--- src/rtl/aaee_pkg.sv ---
// shared types, codes and constants for the ascii expression evaluator
package aaee_pkg;

	localparam int MAX_MESSAGE_DEF = 256;
	localparam int WORD_W          = 32;
	localparam int STEPS           = 32;
	localparam int CNT_W           = $clog2(STEPS);

	localparam logic [7:0] CH_NUL   = 8'h00;
	localparam logic [7:0] CH_TAB   = 8'h09;
	localparam logic [7:0] CH_LF    = 8'h0A;
	localparam logic [7:0] CH_CR    = 8'h0D;
	localparam logic [7:0] CH_SPACE = 8'h20;
	localparam logic [7:0] CH_STAR  = 8'h2A;
	localparam logic [7:0] CH_PLUS  = 8'h2B;
	localparam logic [7:0] CH_MINUS = 8'h2D;
	localparam logic [7:0] CH_SLASH = 8'h2F;
	localparam logic [7:0] CH_ZERO  = 8'h30;
	localparam logic [7:0] CH_NINE  = 8'h39;
	localparam logic [7:0] CH_E     = 8'h65;
	localparam logic [7:0] CH_X     = 8'h78;
	localparam logic [7:0] CH_I     = 8'h69;
	localparam logic [7:0] CH_T     = 8'h74;

	localparam logic [2:0] EXIT_FULL = 3'd5;
	localparam logic [2:0] EXIT_MISS = 3'd7;

	localparam logic [WORD_W-1:0] INT_MAX = 32'h7FFF_FFFF;
	localparam logic [WORD_W-1:0] INT_MIN = 32'h8000_0000;

	typedef enum logic [2:0] {
		OP_NONE = 3'd0,
		OP_ADD  = 3'd1,
		OP_SUB  = 3'd2,
		OP_MUL  = 3'd3,
		OP_DIV  = 3'd4
	} op_t;

	typedef enum logic [1:0] {
		ST_OK    = 2'd0,
		ST_DIV0  = 2'd1,
		ST_NO_OP = 2'd2
	} status_t;

	typedef enum logic [1:0] {
		PH_SKIP  = 2'd0,
		PH_SIGN  = 2'd1,
		PH_DIGIT = 2'd2,
		PH_DONE  = 2'd3
	} phase_t;

	typedef enum logic [3:0] {
		A_IDLE,
		A_NEG_A,
		A_NEG_C,
		A_ADD,
		A_SUB,
		A_MUL,
		A_ABS_A,
		A_ABS_C,
		A_DIV,
		A_FIX_Q,
		A_DONE
	} alu_state_t;

	typedef enum logic {
		T_IDLE,
		T_CALC
	} top_state_t;

	typedef struct packed {
		logic [WORD_W-1:0] num;
		phase_t            phase;
		logic              neg;
	} parse_t;

	// parsed message handed from the parser to the arithmetic unit
	typedef struct packed {
		op_t               op;
		logic [WORD_W-1:0] first_num;
		logic              first_neg;
		logic [WORD_W-1:0] second_num;
		logic              second_neg;
		logic              exit_hit;
	} msg_t;

	typedef struct packed {
		logic [WORD_W-1:0] value;
		status_t           status;
	} result_t;

	function automatic logic [7:0] exit_char(input logic [2:0] idx);
		logic [7:0] c;
		unique case (idx)
			3'd0:    c = CH_E;
			3'd1:    c = CH_X;
			3'd2:    c = CH_I;
			3'd3:    c = CH_T;
			3'd4:    c = CH_LF;
			default: c = CH_NUL;
		endcase
		return c;
	endfunction

endpackage

--- src/rtl/ascii_arithmetic_expression_evaluator.sv ---
// top level of the ascii expression evaluator: stream ports, sequencing, result register
//
//  channel  direction  tdata                    tuser        tlast
//  s_axis   in         [7:0] message_byte       -            last_byte
//  m_axis   out        [31:0] result_value      [1:0] status -
//
// bytes are taken one per cycle while idle; each byte updates the parse in the cycle it is taken
// after the marked last byte the input stalls while the shared adder runs,
// and longer while a result waits on m_axis
// a message that is exactly exit and a newline gives no result and no stall
// the result register lets the next message stream in while a result waits on m_axis_tready
// arst_n clears the parser and both sequencers; no clearing pass is needed
module ascii_arithmetic_expression_evaluator #(
	parameter int MAX_MESSAGE = aaee_pkg::MAX_MESSAGE_DEF
) (
	input  logic        clk,
	input  logic        arst_n,
	input  logic        s_axis_tvalid,
	output logic        s_axis_tready,
	input  logic [7:0]  s_axis_tdata,   // [7:0] message_byte
	input  logic        s_axis_tlast,
	output logic        m_axis_tvalid,
	input  logic        m_axis_tready,
	output logic [31:0] m_axis_tdata,   // [31:0] result_value
	output logic [1:0]  m_axis_tuser    // [1:0] status
);

	aaee_pkg::top_state_t state_q, state_n;
	aaee_pkg::msg_t       msg;
	aaee_pkg::result_t    alu_res;
	logic                 take;
	logic                 start;
	logic                 alu_done;
	logic                 load;
	logic                 out_valid_q;
	logic [31:0]          out_value_q;
	aaee_pkg::status_t    out_status_q;

	assign s_axis_tready = (state_q == aaee_pkg::T_IDLE);
	assign take          = s_axis_tvalid && s_axis_tready;
	assign start         = take && s_axis_tlast && !msg.exit_hit;
	assign load          = (state_q == aaee_pkg::T_CALC) && alu_done
	                     && (!out_valid_q || m_axis_tready);

	aaee_parser #(
		.MAX_MESSAGE (MAX_MESSAGE)
	) u_parser (
		.clk    (clk),
		.arst_n (arst_n),
		.take   (take),
		.data   (s_axis_tdata),
		.last   (s_axis_tlast),
		.msg    (msg)
	);

	aaee_alu u_alu (
		.clk    (clk),
		.arst_n (arst_n),
		.start  (start),
		.msg    (msg),
		.ack    (load),
		.done   (alu_done),
		.result (alu_res)
	);

	always_comb begin
		state_n = state_q;
		unique case (state_q)
			aaee_pkg::T_IDLE: if (start) state_n = aaee_pkg::T_CALC;
			aaee_pkg::T_CALC: if (load) state_n = aaee_pkg::T_IDLE;
			default:          state_n = aaee_pkg::T_IDLE;
		endcase
	end

	always_ff @(posedge clk or negedge arst_n) begin
		if (!arst_n) begin
			state_q     <= aaee_pkg::T_IDLE;
			out_valid_q <= 1'b0;
		end else begin
			state_q <= state_n;
			if (load) begin
				out_valid_q <= 1'b1;
			end else if (m_axis_tready) begin
				out_valid_q <= 1'b0;
			end
		end
	end

	always_ff @(posedge clk) begin
		if (load) begin
			out_value_q  <= alu_res.value;
			out_status_q <= alu_res.status;
		end
	end

	assign m_axis_tvalid = out_valid_q;
	assign m_axis_tdata  = out_value_q;
	assign m_axis_tuser  = out_status_q;

endmodule

--- src/rtl/aaee_parser.sv ---
// byte parser: operator search, atoi style number parse and exit detection
module aaee_parser #(
	parameter int MAX_MESSAGE = aaee_pkg::MAX_MESSAGE_DEF
) (
	input  logic              clk,
	input  logic              arst_n,
	input  logic              take,
	input  logic [7:0]        data,
	input  logic              last,
	output aaee_pkg::msg_t    msg
);

	localparam int POS_W = $clog2(MAX_MESSAGE + 1);

	logic [POS_W-1:0]  pos_q, pos_n;
	aaee_pkg::op_t     op_q, op_n;
	aaee_pkg::parse_t  first_q, first_n;
	aaee_pkg::parse_t  second_q, second_n;
	logic [2:0]        exit_q, exit_n;
	logic              ended_q, ended_n;
	aaee_pkg::op_t     code;

	function automatic logic is_blank(input logic [7:0] b);
		return (b == aaee_pkg::CH_SPACE) || (b >= aaee_pkg::CH_TAB && b <= aaee_pkg::CH_CR);
	endfunction

	function automatic aaee_pkg::op_t op_of(input logic [7:0] b);
		aaee_pkg::op_t o;
		unique case (b)
			aaee_pkg::CH_PLUS:  o = aaee_pkg::OP_ADD;
			aaee_pkg::CH_MINUS: o = aaee_pkg::OP_SUB;
			aaee_pkg::CH_STAR:  o = aaee_pkg::OP_MUL;
			aaee_pkg::CH_SLASH: o = aaee_pkg::OP_DIV;
			default:            o = aaee_pkg::OP_NONE;
		endcase
		return o;
	endfunction

	function automatic aaee_pkg::parse_t parse_step(input aaee_pkg::parse_t p,
	                                                input logic [7:0] b);
		aaee_pkg::parse_t r;
		logic [3:0]       d;
		r = p;
		d = 4'(b - aaee_pkg::CH_ZERO);
		if (p.phase == aaee_pkg::PH_DONE) begin
			r = p;
		end else if (p.phase == aaee_pkg::PH_SKIP && is_blank(b)) begin
			r = p;
		end else if (p.phase == aaee_pkg::PH_SKIP &&
		             (b == aaee_pkg::CH_PLUS || b == aaee_pkg::CH_MINUS)) begin
			r.neg   = (b == aaee_pkg::CH_MINUS);
			r.phase = aaee_pkg::PH_SIGN;
		end else if (b >= aaee_pkg::CH_ZERO && b <= aaee_pkg::CH_NINE) begin
			// times ten plus digit, wrapping at the word width
			r.num   = {p.num[28:0], 3'b000} + {p.num[30:0], 1'b0} + {28'd0, d};
			r.phase = aaee_pkg::PH_DIGIT;
		end else begin
			r.phase = aaee_pkg::PH_DONE;
		end
		return r;
	endfunction

	assign code = op_of(data);

	always_comb begin
		pos_n    = pos_q;
		op_n     = op_q;
		first_n  = first_q;
		second_n = second_q;
		exit_n   = exit_q;
		ended_n  = ended_q;
		if (!ended_q && pos_q < POS_W'(MAX_MESSAGE)) begin
			if (data == aaee_pkg::CH_NUL) begin
				ended_n = 1'b1;
			end else begin
				if (exit_q < aaee_pkg::EXIT_FULL && data == aaee_pkg::exit_char(exit_q)) begin
					exit_n = exit_q + 3'd1;
				end else begin
					exit_n = aaee_pkg::EXIT_MISS;
				end
				// a + or - in the first byte is read as a sign; a * or / there ends the first number
				if (op_q == aaee_pkg::OP_NONE && pos_q != '0 && code != aaee_pkg::OP_NONE) begin
					op_n = code;
				end else if (op_q == aaee_pkg::OP_NONE) begin
					first_n = parse_step(first_q, data);
				end else begin
					second_n = parse_step(second_q, data);
				end
			end
			pos_n = pos_q + POS_W'(1);
		end
	end

	assign msg.op         = op_n;
	assign msg.first_num  = first_n.num;
	assign msg.first_neg  = first_n.neg;
	assign msg.second_num = second_n.num;
	assign msg.second_neg = second_n.neg;
	assign msg.exit_hit   = (exit_n == aaee_pkg::EXIT_FULL);

	always_ff @(posedge clk or negedge arst_n) begin
		if (!arst_n) begin
			pos_q    <= '0;
			op_q     <= aaee_pkg::OP_NONE;
			first_q  <= '0;
			second_q <= '0;
			exit_q   <= '0;
			ended_q  <= 1'b0;
		end else if (take) begin
			if (last) begin
				pos_q    <= '0;
				op_q     <= aaee_pkg::OP_NONE;
				first_q  <= '0;
				second_q <= '0;
				exit_q   <= '0;
				ended_q  <= 1'b0;
			end else begin
				pos_q    <= pos_n;
				op_q     <= op_n;
				first_q  <= first_n;
				second_q <= second_n;
				exit_q   <= exit_n;
				ended_q  <= ended_n;
			end
		end
	end

endmodule

--- src/rtl/aaee_alu.sv ---
// sequenced arithmetic around one shared 32-bit adder: negate, add, subtract, multiply, divide
module aaee_alu (
	input  logic              clk,
	input  logic              arst_n,
	input  logic              start,
	input  aaee_pkg::msg_t    msg,
	input  logic              ack,
	output logic              done,
	output aaee_pkg::result_t result
);

	aaee_pkg::alu_state_t state_q, state_n;

	logic [aaee_pkg::WORD_W-1:0] a_q, a_n;
	logic [aaee_pkg::WORD_W-1:0] c_q, c_n;
	logic [aaee_pkg::WORD_W-1:0] acc_q, acc_n;
	logic [aaee_pkg::WORD_W-1:0] aux_q, aux_n;
	logic [aaee_pkg::CNT_W-1:0]  cnt_q, cnt_n;
	aaee_pkg::op_t               op_q, op_n;
	logic                        aneg_q, aneg_n;
	logic                        cneg_q, cneg_n;
	logic                        qneg_q, qneg_n;
	aaee_pkg::result_t           res_q, res_n;

	// shared adder
	logic [aaee_pkg::WORD_W-1:0] add_x, add_y;
	logic                        add_sub;
	logic [aaee_pkg::WORD_W:0]   add_sum;

	logic [aaee_pkg::WORD_W-1:0] rem_sh;
	logic                        last_step;

	assign add_sum = {1'b0, add_x} + {1'b0, (add_sub ? ~add_y : add_y)}
	               + {{aaee_pkg::WORD_W{1'b0}}, add_sub};
	assign rem_sh    = {acc_q[aaee_pkg::WORD_W-2:0], aux_q[aaee_pkg::WORD_W-1]};
	assign last_step = (cnt_q == aaee_pkg::CNT_W'(aaee_pkg::STEPS - 1));

	always_comb begin
		state_n = state_q;
		a_n     = a_q;
		c_n     = c_q;
		acc_n   = acc_q;
		aux_n   = aux_q;
		cnt_n   = cnt_q;
		op_n    = op_q;
		aneg_n  = aneg_q;
		cneg_n  = cneg_q;
		qneg_n  = qneg_q;
		res_n   = res_q;
		add_x   = '0;
		add_y   = '0;
		add_sub = 1'b0;
		unique case (state_q)
			aaee_pkg::A_IDLE: begin
				if (start) begin
					a_n     = msg.first_num;
					c_n     = msg.second_num;
					aneg_n  = msg.first_neg;
					cneg_n  = msg.second_neg;
					op_n    = msg.op;
					state_n = aaee_pkg::A_NEG_A;
				end
			end
			aaee_pkg::A_NEG_A: begin
				add_y   = a_q;
				add_sub = 1'b1;
				if (aneg_q) a_n = add_sum[aaee_pkg::WORD_W-1:0];
				state_n = aaee_pkg::A_NEG_C;
			end
			aaee_pkg::A_NEG_C: begin
				add_y   = c_q;
				add_sub = 1'b1;
				if (cneg_q) c_n = add_sum[aaee_pkg::WORD_W-1:0];
				acc_n = '0;
				cnt_n = '0;
				unique case (op_q)
					aaee_pkg::OP_ADD: state_n = aaee_pkg::A_ADD;
					aaee_pkg::OP_SUB: state_n = aaee_pkg::A_SUB;
					aaee_pkg::OP_MUL: state_n = aaee_pkg::A_MUL;
					aaee_pkg::OP_DIV: begin
						// a zero divisor stays zero whatever its sign
						if (c_q == '0) begin
							res_n.value  = aaee_pkg::INT_MAX;
							res_n.status = aaee_pkg::ST_DIV0;
							state_n      = aaee_pkg::A_DONE;
						end else begin
							qneg_n  = a_q[aaee_pkg::WORD_W-1] ^ c_n[aaee_pkg::WORD_W-1];
							state_n = aaee_pkg::A_ABS_A;
						end
					end
					default: begin
						res_n.value  = aaee_pkg::INT_MIN;
						res_n.status = aaee_pkg::ST_NO_OP;
						state_n      = aaee_pkg::A_DONE;
					end
				endcase
			end
			aaee_pkg::A_ADD: begin
				add_x        = a_q;
				add_y        = c_q;
				res_n.value  = add_sum[aaee_pkg::WORD_W-1:0];
				res_n.status = aaee_pkg::ST_OK;
				state_n      = aaee_pkg::A_DONE;
			end
			aaee_pkg::A_SUB: begin
				add_x        = a_q;
				add_y        = c_q;
				add_sub      = 1'b1;
				res_n.value  = add_sum[aaee_pkg::WORD_W-1:0];
				res_n.status = aaee_pkg::ST_OK;
				state_n      = aaee_pkg::A_DONE;
			end
			aaee_pkg::A_MUL: begin
				// shift-add, low word only
				add_x = acc_q;
				add_y = a_q;
				if (c_q[0]) acc_n = add_sum[aaee_pkg::WORD_W-1:0];
				a_n   = {a_q[aaee_pkg::WORD_W-2:0], 1'b0};
				c_n   = {1'b0, c_q[aaee_pkg::WORD_W-1:1]};
				cnt_n = cnt_q + aaee_pkg::CNT_W'(1);
				if (last_step) begin
					res_n.value  = acc_n;
					res_n.status = aaee_pkg::ST_OK;
					state_n      = aaee_pkg::A_DONE;
				end
			end
			aaee_pkg::A_ABS_A: begin
				add_y   = a_q;
				add_sub = 1'b1;
				if (a_q[aaee_pkg::WORD_W-1]) a_n = add_sum[aaee_pkg::WORD_W-1:0];
				state_n = aaee_pkg::A_ABS_C;
			end
			aaee_pkg::A_ABS_C: begin
				add_y   = c_q;
				add_sub = 1'b1;
				if (c_q[aaee_pkg::WORD_W-1]) c_n = add_sum[aaee_pkg::WORD_W-1:0];
				acc_n   = '0;
				aux_n   = a_q;
				cnt_n   = '0;
				state_n = aaee_pkg::A_DIV;
			end
			aaee_pkg::A_DIV: begin
				// restoring step: carry out set means the trial subtract fits
				add_x   = rem_sh;
				add_y   = c_q;
				add_sub = 1'b1;
				acc_n   = add_sum[aaee_pkg::WORD_W] ? add_sum[aaee_pkg::WORD_W-1:0] : rem_sh;
				aux_n   = {aux_q[aaee_pkg::WORD_W-2:0], add_sum[aaee_pkg::WORD_W]};
				cnt_n   = cnt_q + aaee_pkg::CNT_W'(1);
				if (last_step) state_n = aaee_pkg::A_FIX_Q;
			end
			aaee_pkg::A_FIX_Q: begin
				add_y        = aux_q;
				add_sub      = 1'b1;
				res_n.value  = qneg_q ? add_sum[aaee_pkg::WORD_W-1:0] : aux_q;
				res_n.status = aaee_pkg::ST_OK;
				state_n      = aaee_pkg::A_DONE;
			end
			aaee_pkg::A_DONE: begin
				if (ack) state_n = aaee_pkg::A_IDLE;
			end
			default: state_n = aaee_pkg::A_IDLE;
		endcase
	end

	always_ff @(posedge clk or negedge arst_n) begin
		if (!arst_n) begin
			state_q <= aaee_pkg::A_IDLE;
		end else begin
			state_q <= state_n;
		end
	end

	always_ff @(posedge clk) begin
		a_q    <= a_n;
		c_q    <= c_n;
		acc_q  <= acc_n;
		aux_q  <= aux_n;
		cnt_q  <= cnt_n;
		op_q   <= op_n;
		aneg_q <= aneg_n;
		cneg_q <= cneg_n;
		qneg_q <= qneg_n;
		res_q  <= res_n;
	end

	assign done   = (state_q == aaee_pkg::A_DONE);
	assign result = res_q;

endmodule
--- config.mk ---
export PLATFORM = sky130hd
export DESIGN_NAME = ascii_arithmetic_expression_evaluator
export DESIGN_NICKNAME = d
export VERILOG_FILES = /design/src/rtl/aaee_pkg.sv /design/src/rtl/ascii_arithmetic_expression_evaluator.sv /design/src/rtl/aaee_parser.sv /design/src/rtl/aaee_alu.sv
export SDC_FILE = /design/constraint.sdc
export NUM_CORES = 1
export LEC_CHECK = 0
export BUFFER_PORTS_ARGS = -buffer_cell sky130_fd_sc_hd__buf_2
export CORE_MARGIN = 5
export CORE_UTILIZATION = 40
export DETAILED_ROUTE_END_ITERATION = 10
export PLACE_DENSITY = 0.65
export REMOVE_ABC_BUFFERS = 1
export SYNTH_ARGS = -nofsm -noshare
export SYNTH_HDL_FRONTEND = slang
export SYNTH_SLANG_ARGS = --single-unit
--- constraint.sdc ---
create_clock -name clk -period 4.7 [get_ports clk]
set_clock_uncertainty 0.2 [all_clocks]
set_input_delay 0.94 -clock clk [delete_from_list [all_inputs] [get_ports clk]]
set_output_delay 0.94 -clock clk [all_outputs]
set_load 0.01 [all_outputs]
==> results of run 1 <==
flip-flops by register name (all words and copies together), names as in the netlist, 2 cells and up:
name / flops
m_axis_tdata: 32
m_axis_tuser: 2
u_alu.a_q: 32
u_alu.acc_q: 32
u_alu.aux_q: 32
u_alu.c_q: 32
u_alu.cnt_q: 5
u_alu.op_q: 3
u_alu.result: 34
u_alu.state_q: 4
u_parser.exit_q: 3
u_parser.first_q: 35
u_parser.op_q: 3
u_parser.pos_q: 9
u_parser.second_q: 35
worst max-delay path by stage:
stage	to	from	slack, ps	cells past startpoint
floorplan	u_alu.acc_q[23]	u_alu.state_q[2]	-5470	15
global placement	u_alu.result[23]	u_alu.state_q[0]	-330	18
detailed placement	u_alu.result[23]	u_alu.state_q[0]	-360	18
CTS	u_alu.c_q[27]	u_alu.state_q[0]	-20	17
global route	u_alu.c_q[30]	u_alu.state_q[2]	-280	19
finish	u_alu.c_q[30]	u_alu.state_q[2]	-120	19
cells in the final DEF, fill, tap and decap left out, drive strengths merged, types with 14 or more instances in the layout:
cell type / netlist / routed
a221o: 23 / 23
or3: 14 / 14
nand4: 16 / 16
nand3: 31 / 31
xnor2: 93 / 93
a22oi: 27 / 27
and3: 16 / 16
nor2: 141 / 141
a222oi: 60 / 60
xor2: 35 / 35
clkbuf: 96 / 49
nor3: 25 / 25
edfxtp: 207 / 207
inv: 87 / 87
nand2b: 16 / 16
o22ai: 33 / 33
o211ai: 15 / 15
mux2i: 79 / 79
o21ai: 126 / 126
o21a: 15 / 15
a21oi: 198 / 198
o21bai: 26 / 26
buf: 20 / 314
a211oi: 18 / 18
a21o: 39 / 39
ha: 156 / 156
dfrtp: 92 / 92
nand2: 273 / 273
a22o: 46 / 46
a221oi: 27 / 27
metrics by stage:
| step | hold WS, ps | setup TNS [ps] | utilization (%) | cell area [um2] | setup slack [ps] |
|---|---|---|---|---|---|
| floorplan | 200 | -727500 | - | 20600 | -5470 |
| global placement | 201 | -6200 | 45.0 | 23600 | -326 |
| detailed placement | 205 | -10910 | 45.0 | 23600 | -362 |
| CTS | 210 | -19.7 | 47.9 | 25100 | -19.7 |
| global route | 224 | -9880 | 49.4 | 25900 | -284 |
| finish | 208 | -2560 | 49.4 | 25900 | -125 |
cell families after synthesis:
| group | after synthesis | synth area share (%) |
|---|---|---|
| AO/OA/AOI/OAI | 739 | 24.3 |
| XOR/XNOR | 128 | 5.35 |
| adder cells (fa/ha/maj) | 161 | 9.72 |
| buffers and inverters | 204 | 3.72 |
| flip-flops | 299 | 40.4 |
| multiplexers | 86 | 4.12 |
| AND/OR/NAND/NOR | 589 | 12.4 |
critical path, stage by stage, from the launching register on:
cell and delay, ps:
dfrtp_2 460, or3b_4 280, a21oi_4 60, or2_4 300, buf_12 140, buf_8 120
a222oi_1 500, xnor2_1 150, ha_1 330, nand2_1 70, buf_4 140, o211ai_1 190
o2111ai_1 160, nand2_2 110, o211ai_1 180, a211o_1 390, buf_6 140, o311ai_4 400
a221oi_1 150, a21oi_1 170
synth_stat cells (16+ instances only):
master,count
nor2_1,141
edfxtp_1,207
nand4_1,16
a221oi_1,26
a22oi_1,27
nand2b_1,16
nand2_1,273
o21ai_0,123
a211oi_1,16
mux2i_1,79
xor2_1,34
and3_1,16
clkbuf_1,96
o22ai_1,33
nor3_1,24
xnor2_1,93
a221o_1,23
inv_1,87
a21oi_1,196
o21bai_1,26
a22o_1,46
dfrtp_1,92
a21o_1,39
a222oi_1,60
ha_1,156
nand3_1,31
what timing repair did:
item,4_1_cts,5_1_grt
setup buffers,20,18
endpoints found under the hold margin,0,0
cloned,4,0
endpoints found under the setup margin,79,98
pin swaps,24,49
gates resized for setup,35,136
layer usage:
| metal | share of wire (%) | wire length (um) | global-route usage, % |
|---|---|---|---|
| met1 | 41 | 30300 | 33.5 |
| met4 | 3.6 | 2630 | 8.01 |
| met2 | 45 | 33000 | 38.7 |
| met3 | 9.9 | 7250 | 5.45 |
| met5 | 0.037 | 27 | 0 |
layout make-up:
class | count | share of cell area, %
clock buffers | 49 | 3.87
clock inverters | 16 | 0.623
inverters | 88 | 1.28
multi-input cells | 1704 | 48.4
flip-flops and latches | 299 | 32.9
well taps | 688 | 3.32
repair buffers | 315 | 9.54
==> results.cfg, run 1 <==
[run]
cap_violations = 0

[sta]
rsz0062_at_grt = true
slew_viol_final = 0
fin_crit_sh_pct = 103
tightest_slew_ps = 1320
hold_viol_final = 0
layout_min_cycle_time_ps = 4820
setup_viol = 38
max_freq_mhz = 207
final.setup.worst_slack_ps = -125
maxSlewHeadroom_pct = 12.1

[routing]
dr.pass1.iters = 11
vias = 19600
drt_iter0_markers = 2725
drc = 24
antenna_left = 0
vias_per_cell = 6.20
wl_per_cell_um = 23.2
routed_wl_mm = 73.2

[clock_tree]
cts.sinks = 299
clkTransAtPathRegs_ps = 60
root_buffer = clkbuf_16
htreeDepth = 2
cts_buffers = 37
clkLatencyLatePin_ps = 570
cts_tree = done
cts_max_path_buffers = 3
cts_hold_buf = 0

[logic_synthesis]
synth_top_area_cell = edfxtp_1
ys_types = 81
yosys-top-cells-area = edfxtp_1, dfrtp_1, ha_1
syn_area_mm2 = 0.0211
synth_ff_type = edfxtp_1
synth-seq-area-share_pct = 40.4
synth_edf_count = 207
postSynthCellCount = 2206
yosys.area.top_type_share_pct = 29.5
synth_seq_cells = 299
async_flop_share_pct = 30.8
yosys_warnings = 0
syn_area_per_cell_um2 = 9.56

[setup_path]
r2r_start = u_alu.state_q[2]
crit_path_end_kind = register
worstPathRequired_ps = 4890
r2r_end = u_alu.c_q[30]
worstPathArrival_ps = 5010
r2r_cells = 19
path_max_fanout = 8
start_kind = register
worstSetupPathType = reg2reg
r2r_slack_ps = -120

[finish]
drive_gt1_share_pct = 20.5
regArea_mm2 = 0.00852
n_antenna_cell = 0
fillCellCount = 4733
multi_input_area_mm2 = 0.0125
nets = 2619
synthToLayoutAreaGrowth_pct = 22.7
instances_no_fill = 3159

[worst_hold_path]
holdPathStages = 0
hp-start = u_alu.result[4]
hold-path-endpoint = m_axis_tdata[2]
min_path_type = reg2reg

[status]
violations = DRC, setup timing
status = finished, violations left

[floorplan]
core_mm2 = 0.0524
die_y_um = 240
die_w_um = 240
rows = 84
dieArea_mm2 = 0.0574
ios = 49
start_util_pct = 40.2

[global_route]
grt_pass1_vias = 18800
grt_overflow = 0
grt_pass1_wl_mm = 111
antenna_found_initial = 3
grtUsageTotal_pct = 24.5
grt_max_degree = 74

[placement]
dp_hpwl_mm = 53.2
place_inst = 3053
place_congestion = 0.993
portBuffers = 48
Power of run 1 is not shown: default switching activity piles up to over one toggle a cycle in this logic, so the estimate is an artifact.
==> run 2: changes to the inputs <==
PLACE_DENSITY = 0.63   (was 0.65)
clock period = 4.8 ns   (was 4.7 ns; I/O delays follow)
==> run 2 against run 1 <==
- the flow now finishes without violations
- via count fell by 1.2%
- critical endpoint is now u_alu.result[32]
- critical path type unchanged
- global-route usage is 0.86 points higher
- cell area down 2.2%
- register-to-register slack improved by 180 ps
- clock-buffer cell count down 2
- largest cell class unchanged
==> results.cfg, run 2 (synthesis gave the netlist of run 1 again) <==
[setup_path]
path_max_fanout = 8
worstSetupPathType = reg2reg
worstPathArrival_ps = 4850
crit_path_cell_trace = or3b_4 -> buf_4 -> a211oi_4 -> a221oi_4 -> mux2i_1 -> inv_1 -> fa_2 -> nand2b_1 -> a21oi_2 -> a21oi_2 -> o221ai_4 -> o211ai_1 -> a211o_1 -> nand3_2 -> o311ai_4 -> buf_4 -> o311a_1
cp_top_family = compound AO/OA/AOI/OAI gates
worstPathRequired_ps = 4900
cp_num_buf_inv = 3
start_kind = register
crit_path_end_kind = register
worst_path_largest_cell_delay_ps = 460
critical-path-slowest-cell = dfrtp_2

[floorplan]
rows = 84
dieArea_mm2 = 0.0574
core_mm2 = 0.0524
die_y_um = 240
ios = 49
start_util_pct = 40.2
die_w_um = 240

[clock_tree]
cts_tree = done
clkLatencyLatePin_ps = 560
root_buffer = clkbuf_16
clkTransAtPathRegs_ps = 60
htreeDepth = 2
cts_buffers = 36
cts.sinks = 299
cts_max_path_buffers = 3

[routing]
routed_wl_mm = 75.7
wl_per_cell_um = 24.1
vias_per_cell = 6.17
antenna_left = 0
dr.pass1.iters = 11
drc = 0
vias = 19300
drt_iter0_markers = 2478

[finish]
n_antenna_cell = 0
stdcell_area_mm2 = 0.0253
drive_gt1_share_pct = 17.3
final_common_cell = nand2_1
fillCellCount = 4880
synthToLayoutAreaGrowth_pct = 20.1
mostFrequentLayoutCells = nand2_1, buf_4, edfxtp_1
nets = 2591

[global_route]
grt_pass1_vias = 18700
antenna_found_initial = 1
grtUsageTotal_pct = 25.3
grt_pass1_wl_mm = 114
grt_max_degree = 63
grt_overflow = 0

[sta]
hold_viol_final = 0
fin_crit_sh_pct = 98.9
layout_min_cycle_time_ps = 4750
slew_viol_final = 0
setup_viol = 0
rsz0062_at_grt = true
max_freq_mhz = 211
maxSlewHeadroom_pct = 21.5
timing.setup.tns_ps = 0
tightest_slew_ps = 1180

[status]
status = finished clean

[placement]
portBuffers = 48
place_congestion = 0.951
dp_hpwl_mm = 55.6
placed_cell_area_mm2 = 0.0236

[run]
cap_violations = 0

[worst_hold_path]
min_path_type = in2async
-- run 2: cell count changes in the layout (fill, tap and decap cells not counted), moves of 7 or more --
cell	previous run	this run
xnor2_1	80	91
buf_6	21	7
a21oi_2	17	10
xnor2_2	11	2
buf_4	235	218
a21oi_1	175	185
o21ai_0	105	118
-- run 2: metrics by stage --
| stage | hold WS (ps) | utilization, % | setup slack [ps] | cells |
|---|---|---|---|---|
| 6_report | 154 | 48.3 | 54.4 | 3133 |
| 5_1_grt | 182 | 48.3 | -108 | 3133 |
| 4_1_cts | 142 | 47.6 | 1.79 | 3121 |
| 3_5_place_dp | 205 | 45.1 | -482 | 3051 |
| 3_3_place_gp | 201 | 45.1 | -496 | 3051 |
| 2_1_floorplan | 200 | - | -5370 | 2090 |
-- run 2: worst register-to-register path, stage by stage (launching register included) --
cell and delay (ps):
dfrtp_2 460, or3b_4 450, buf_4 160, a211oi_4 240
a221oi_4 70, mux2i_1 250, inv_1 100, fa_2 410
nand2b_1 180, a21oi_2 210, a21oi_2 130, o221ai_4 230
o211ai_1 220, a211o_1 400, nand3_2 120, o311ai_4 190
buf_4 200, o311a_1 300
-- run 2: worst paths after layout --
| check | from | to | slack, ps | cells past startpoint |
|---|---|---|---|---|
| max in group asynchronous | arst_n | u_alu.state_q[0] | 3380 | 2 |
| min in group clk | u_alu.result[18] | m_axis_tdata[16] | 220 | 0 |
| max | u_alu.state_q[0] | u_alu.result[32] | 50 | 17 |
| min reg2reg | u_alu.result[18] | m_axis_tdata[16] | 220 | 0 |
| max reg2reg | u_alu.state_q[0] | u_alu.result[32] | 50 | 17 |
| min | arst_n | u_parser.first_q[34] | 150 | 1 |
-- run 2: metal layers --
metal	wire length, um	global-route usage [%]	share of wire (%)
met5	13	0	0.017
met4	2600	8.52	3.4
met3	7130	4.77	9.4
met2	34500	40.4	46
met1	31500	34.8	42
-- run 2: final cells by class --
type	instances	area, um2	share of cell area [%]
multi-input combinational	1704	12100	47.8
sequential	299	8520	33.6
timing repair buffer	288	2270	8.96
clock buffer	47	1000	3.96
tap	688	861	3.40
inverter	88	330	1.30
clock inverter	19	233	0.919
-- run 2: what timing repair did --
action | in CTS | in global routing
setup endpoints to repair | 57 | 76
cloned | 0 | 3
setup buffers | 4 | 10
pin swaps | 7 | 40
hold buffers | 0 | 0
resized for setup | 20 | 48
Power of run 2 is left out for the same reason.
